## src/hdl/cclm_pkg.sv

```systemverilog
// ----------------------------------------------------------------------------
// cclm_pkg
// Shared widths, sizes and interface types of the cluster cache LRU map.
// ----------------------------------------------------------------------------
package cclm_pkg;

	localparam int NUM_BLOCKS   = 16;
	localparam int NUM_CLUSTERS = 1024;

	localparam int BLK_W   = 4;                  // block index
	localparam int CNT_W   = 5;                  // holds 0 .. NUM_BLOCKS
	localparam int CLU_W   = 10;                 // cluster index
	localparam int STAMP_W = 32;                 // last-use stamp
	localparam int MAP_W   = BLK_W + 1;          // {cached, block}

	localparam int IN_DATA_W  = 16;
	localparam int OUT_DATA_W = 16;

	localparam logic [CNT_W-1:0] CFG_RESET = CNT_W'(NUM_BLOCKS);

	// Write into the block table: owner is written only on a bind
	typedef struct packed {
		logic               en;
		logic               owner_en;
		logic [BLK_W-1:0]   idx;
		logic [CLU_W-1:0]   owner;
		logic [STAMP_W-1:0] stamp;
	} bt_wr_t;

	typedef struct packed {
		logic [CLU_W-1:0]   owner;
		logic [STAMP_W-1:0] stamp;
	} bt_rd_t;

	typedef struct packed {
		logic             found;
		logic [BLK_W-1:0] idx;
	} bt_free_t;

endpackage

```

## src/hdl/cclm_block_table.sv

```systemverilog
// ----------------------------------------------------------------------------
// cclm_block_table
// Per-block owner and stamp memories with registered read, in-use flags and
// lowest free block search over the usable blocks.
// ----------------------------------------------------------------------------
module cclm_block_table (
	input  logic                       clk,
	input  logic                       arst_n,
	input  cclm_pkg::bt_wr_t           wr,
	input  logic [cclm_pkg::BLK_W-1:0] rd_idx,
	output cclm_pkg::bt_rd_t           rd_data,
	input  logic [cclm_pkg::CNT_W-1:0] usable,
	output cclm_pkg::bt_free_t         free
);
	import cclm_pkg::*;

	logic [CLU_W-1:0]   owner_mem [NUM_BLOCKS];
	logic [STAMP_W-1:0] stamp_mem [NUM_BLOCKS];
	logic [NUM_BLOCKS-1:0] used_q;

	always_ff @(posedge clk) begin
		if (wr.en) begin
			stamp_mem[wr.idx] <= wr.stamp;
			if (wr.owner_en) begin
				owner_mem[wr.idx] <= wr.owner;
			end
		end
		rd_data.owner <= owner_mem[rd_idx];
		rd_data.stamp <= stamp_mem[rd_idx];
	end

	// A block once bound stays in use; an eviction rebinds it to the new cluster
	always_ff @(posedge clk or negedge arst_n) begin
		if (!arst_n) begin
			used_q <= '0;
		end else if (wr.en && wr.owner_en) begin
			used_q[wr.idx] <= 1'b1;
		end
	end

	// Lowest free block below the usable count: scan down so the lowest wins
	always_comb begin
		free = '0;
		for (int i = NUM_BLOCKS - 1; i >= 0; i--) begin
			if (!used_q[i] && (CNT_W'(i) < usable)) begin
				free.found = 1'b1;
				free.idx   = BLK_W'(i);
			end
		end
	end

endmodule

```

## config.mk

```make
export PLATFORM = sky130hd
export DESIGN_NAME = cclm_block_table
export DESIGN_NICKNAME = d
export VERILOG_FILES = /design/src/hdl/cclm_pkg.sv /design/src/hdl/cclm_block_table.sv
export SDC_FILE = /design/constraint.sdc
export NUM_CORES = 1
export LEC_CHECK = 0
export BUFFER_PORTS_ARGS = -buffer_cell sky130_fd_sc_hd__buf_4
export CORE_MARGIN = 2
export CORE_UTILIZATION = 55
export DETAILED_ROUTE_END_ITERATION = 6
export PLACE_DENSITY = 0.83
export SYNTH_ARGS = -nofsm -noshare
export SYNTH_HDL_FRONTEND = slang
export SYNTH_SLANG_ARGS = --single-unit
```

## constraint.sdc

```tcl
create_clock -name clk -period 1.4 [get_ports clk]
set_input_delay 0.07 -clock clk [delete_from_list [all_inputs] [get_ports clk]]
set_output_delay 0.07 -clock clk [all_outputs]
set_load 0.005 [all_outputs]
```

==> flow_metrics.py <==
metrics = {
    "layout": {
        "final_cell_mix": "edfxtp_1 (672), mux4_2 (210), buf_4 (187)",
        "fin_cells": 2141,
        "drive_gt1_frac": 0.405,
        "syn_to_final_growth_pct": 21.4,
        "regArea_sq_mm": 0.0214,
        "num-nets-final": 1480,
        "fin_area_sq_mm": 0.0330,
        "layout_commonest_cell": "edfxtp_1",
        "multi_input_area_sq_mm": 0.00565,
        "fillers": 2876,
    },
    "setup_path": {
        "crit_family": "simple AND/OR/NAND/NOR gates",
        "path_buf_inv": 1,
        "worstRegToRegCells": 2,
        "r2r-end": "rd_data[16]",
        "cp-end-kind": "primary output",
        "slowest_stage": "dfrtp_1",
        "worstSetupPathDepth": 6,
        "crit_required_ns": 1.33,
        "slowest_delay_ns": 0.40,
        "critPathKind": "reg2out",
        "rrSetupSlack_ns": -0.22,
        "crit_chain": "nor2b_4, o21ai_2, a21oi_2, or4_1, a32o_2, buf_6",
        "crit_arrival_ns": 2.15,
        "r2r_start": "stamp_mem[13][16]",
        "critPathLaunchType": "flop",
        "cp_max_fo": 2,
        "crit_start": "used_q[14]",
        "endpoint": "free[0]",
    },
    "grt": {
        "grt_pass1_vias": 14000,
        "grt_max_degree": 33,
        "track_usage": 0.254,
        "antenna_found_initial": 4,
        "overflow": 0,
        "grt_pass1_wl_mm": 91.3,
    },
    "cts": {
        "cts_buffer_depth": 3,
        "cts_sinks": 730,
        "cts_made_buffers": 71,
        "cts_tree": "yes",
        "htreeDepth": 3,
        "clk_latency_ns": 0.61,
        "root_buffer": "clkbuf_16",
        "path_clk_slew_ns": 0.05,
    },
    "die": {
        "die_width_um": 226,
        "coreArea_sq_mm": 0.0488,
        "placement_rows": 81,
        "start_util": 0.556,
        "die_h_um": 226,
        "fp.dieArea_sq_mm": 0.0512,
        "io_pins": 106,
    },
    "placed_design": {
        "place_hpwl_mm": 34.6,
        "dp_slack_ns": -0.345,
        "dpl_cell_area_sq_mm": 0.0301,
        "io_buffers": 105,
        "dp_cells": 1960,
        "gp_congestion": 0.799,
    },
    "drt": {
        "drt-vias-per-instance": 6.20,
        "ant_nets": 0,
        "drt_iter0_drc": 1565,
        "drcViolationCount": 0,
        "drtPass1Iterations": 5,
        "wl_per_cell_um": 29.2,
        "drt-total-wl_mm": 62.5,
        "num_vias": 13300,
    },
    "yosys": {
        "yosys_warnings": 0,
        "synth_edf_count": 672,
        "synth_seq_cells": 730,
        "syn_inst": 1123,
        "syn_nets": 1182,
        "ys.flop_type": "edfxtp_1",
        "synth_cell_types": 42,
        "syn_avg_cell_area_sq_um": 24.2,
        "seq_area_frac_synth": 0.789,
        "async_flop_share": 0.0219,
        "synth_area_sq_mm": 0.0272,
    },
    "timing": {
        "fmax_mhz": 451,
        "rsz0062_at_grt": "yes",
        "fin_skew_ns": 0.0175,
        "fin_ws_ns": -0.815,
        "setup_viol": 47,
        "tightest_slew_ns": 0.722,
        "final_max_slew_viol_count": 0,
        "final_hold_viol_count": 0,
        "timing.final.crit_share": 1.58,
        "slew_headroom": 0.517,
        "fin_crit_ns": 2.22,
    },
    "power": {
        "p_leak_nw": 10.9,
        "p_total_mw": 46.4,
        "pwr_density_cell_mw_per_mm2": 1410,
        "peakVddDrop_v": 0.00118,
    },
    "hold_path": {
        "min_path_cells": 3,
        "hold_class": "in2reg",
    },
    "outcome": {
        "status": "complete, but fails checks",
        "violations": "setup timing",
    },
    "job": {
        "maxCapViolations": 0,
    },
}
repair_timing:
item | 4_1_cts | 5_1_grt
pin swaps | 8 | 6
buffers inserted | 4 | 1
endpoints found under the hold margin | 699 | 0
gates resized for setup | 14 | 10
endpoints found under the setup margin | 47 | 47
hold buffers | 48 | 0
tightest hold or removal path, delay by kind of cell:
kind,cells,cell delay (ns)
AO/OA/AOI/OAI,1,0.12
buffers and inverters,1,0.18
AND/OR/NAND/NOR,1,0.20
final cells by class:
class                           count  area share
Antenna cell                        2    0.000152
Clock buffer                       92      0.0587
Clock inverter                     35      0.0102
Inverter                            5    0.000569
Multi-Input combinational cell    332       0.171
Sequential cell                   730       0.650
Tap cell                          664      0.0252
Timing Repair Buffer              281      0.0844
cell families after synthesis:
kind of cell / count (synthesis) / share of synthesized area
AO/OA/AOI/OAI: 40 / 0.00935
flip-flops: 730 / 0.789
multiplexers: 210 / 0.174
AND/OR/NAND/NOR: 82 / 0.0152
buffers and inverters: 61 / 0.0127
state kept, by name, indices dropped and copies added (netlist names):
register	cells
rd_data	42
owner_mem	160
stamp_mem	512
used_q	16
routing by layer:
metal,share of wire,vias to the layer above,wire length (um),track usage
li1,-,5394,-,-
met2,0.53,777,33400,0.445
met1,0.35,6932,22000,0.320
met3,0.078,168,4850,0.0477
met5,0.00030,-,19,0
met4,0.036,4,2230,0.0906
stage by stage:
step                       util  hold slack [ns]  TNS, ns
after floorplan               -           -0.226  -101.79
after global placement    0.616          -0.0699   -56.61
after detailed placement  0.616          -0.0625   -62.83
after CTS                 0.674           0.0124    -6.97
after global routing      0.675           0.0766    -8.36
final                     0.675           0.0444    -7.08
Yosys cell counts (all sizes together), types with 2 or more instances:
| cell type | count | area (sq um) |
|---|---|---|
| nand4 | 3 | 18.8 |
| o21bai | 3 | 22.5 |
| buf | 26 | 214 |
| edfxtp | 672 | 20200 |
| a211oi | 3 | 22.5 |
| clkbuf | 30 | 113 |
| nor2 | 36 | 135 |
| nand2b | 2 | 12.5 |
| nand3b | 4 | 30.0 |
| inv | 5 | 18.8 |
| nand2 | 6 | 22.5 |
| nor2b | 2 | 12.5 |
| mux4 | 210 | 4730 |
| dfxtp | 42 | 841 |
| a21oi | 11 | 55.1 |
| o211ai | 2 | 15.0 |
| nor3 | 5 | 30.0 |
| o21ai | 10 | 50.0 |
| nor4 | 2 | 12.5 |
| nor3b | 2 | 15.0 |
| dfrtp | 16 | 400 |
| or2 | 14 | 87.6 |
| nand3 | 3 | 15.0 |
power by group:
group	switching [mW]	internal (mW)	total [mW]	leakage, nW
clock network	8.00	10.6	18.6	1.11
registers	0.298	24.4	24.7	6.60
logic	1.45	1.65	3.10	3.17
total	9.76	36.7	46.4	10.9
worst min-delay path by stage:
stage,end,from
3_3_place_gp,used_q[14],arst_n
3_5_place_dp,used_q[14],arst_n
5_1_grt,used_q[3],wr[43]
6_report,used_q[10],wr[43]
2_1_floorplan,used_q[0],arst_n
4_1_cts,used_q[3],wr[43]
(Power assumes the default switching activity.)
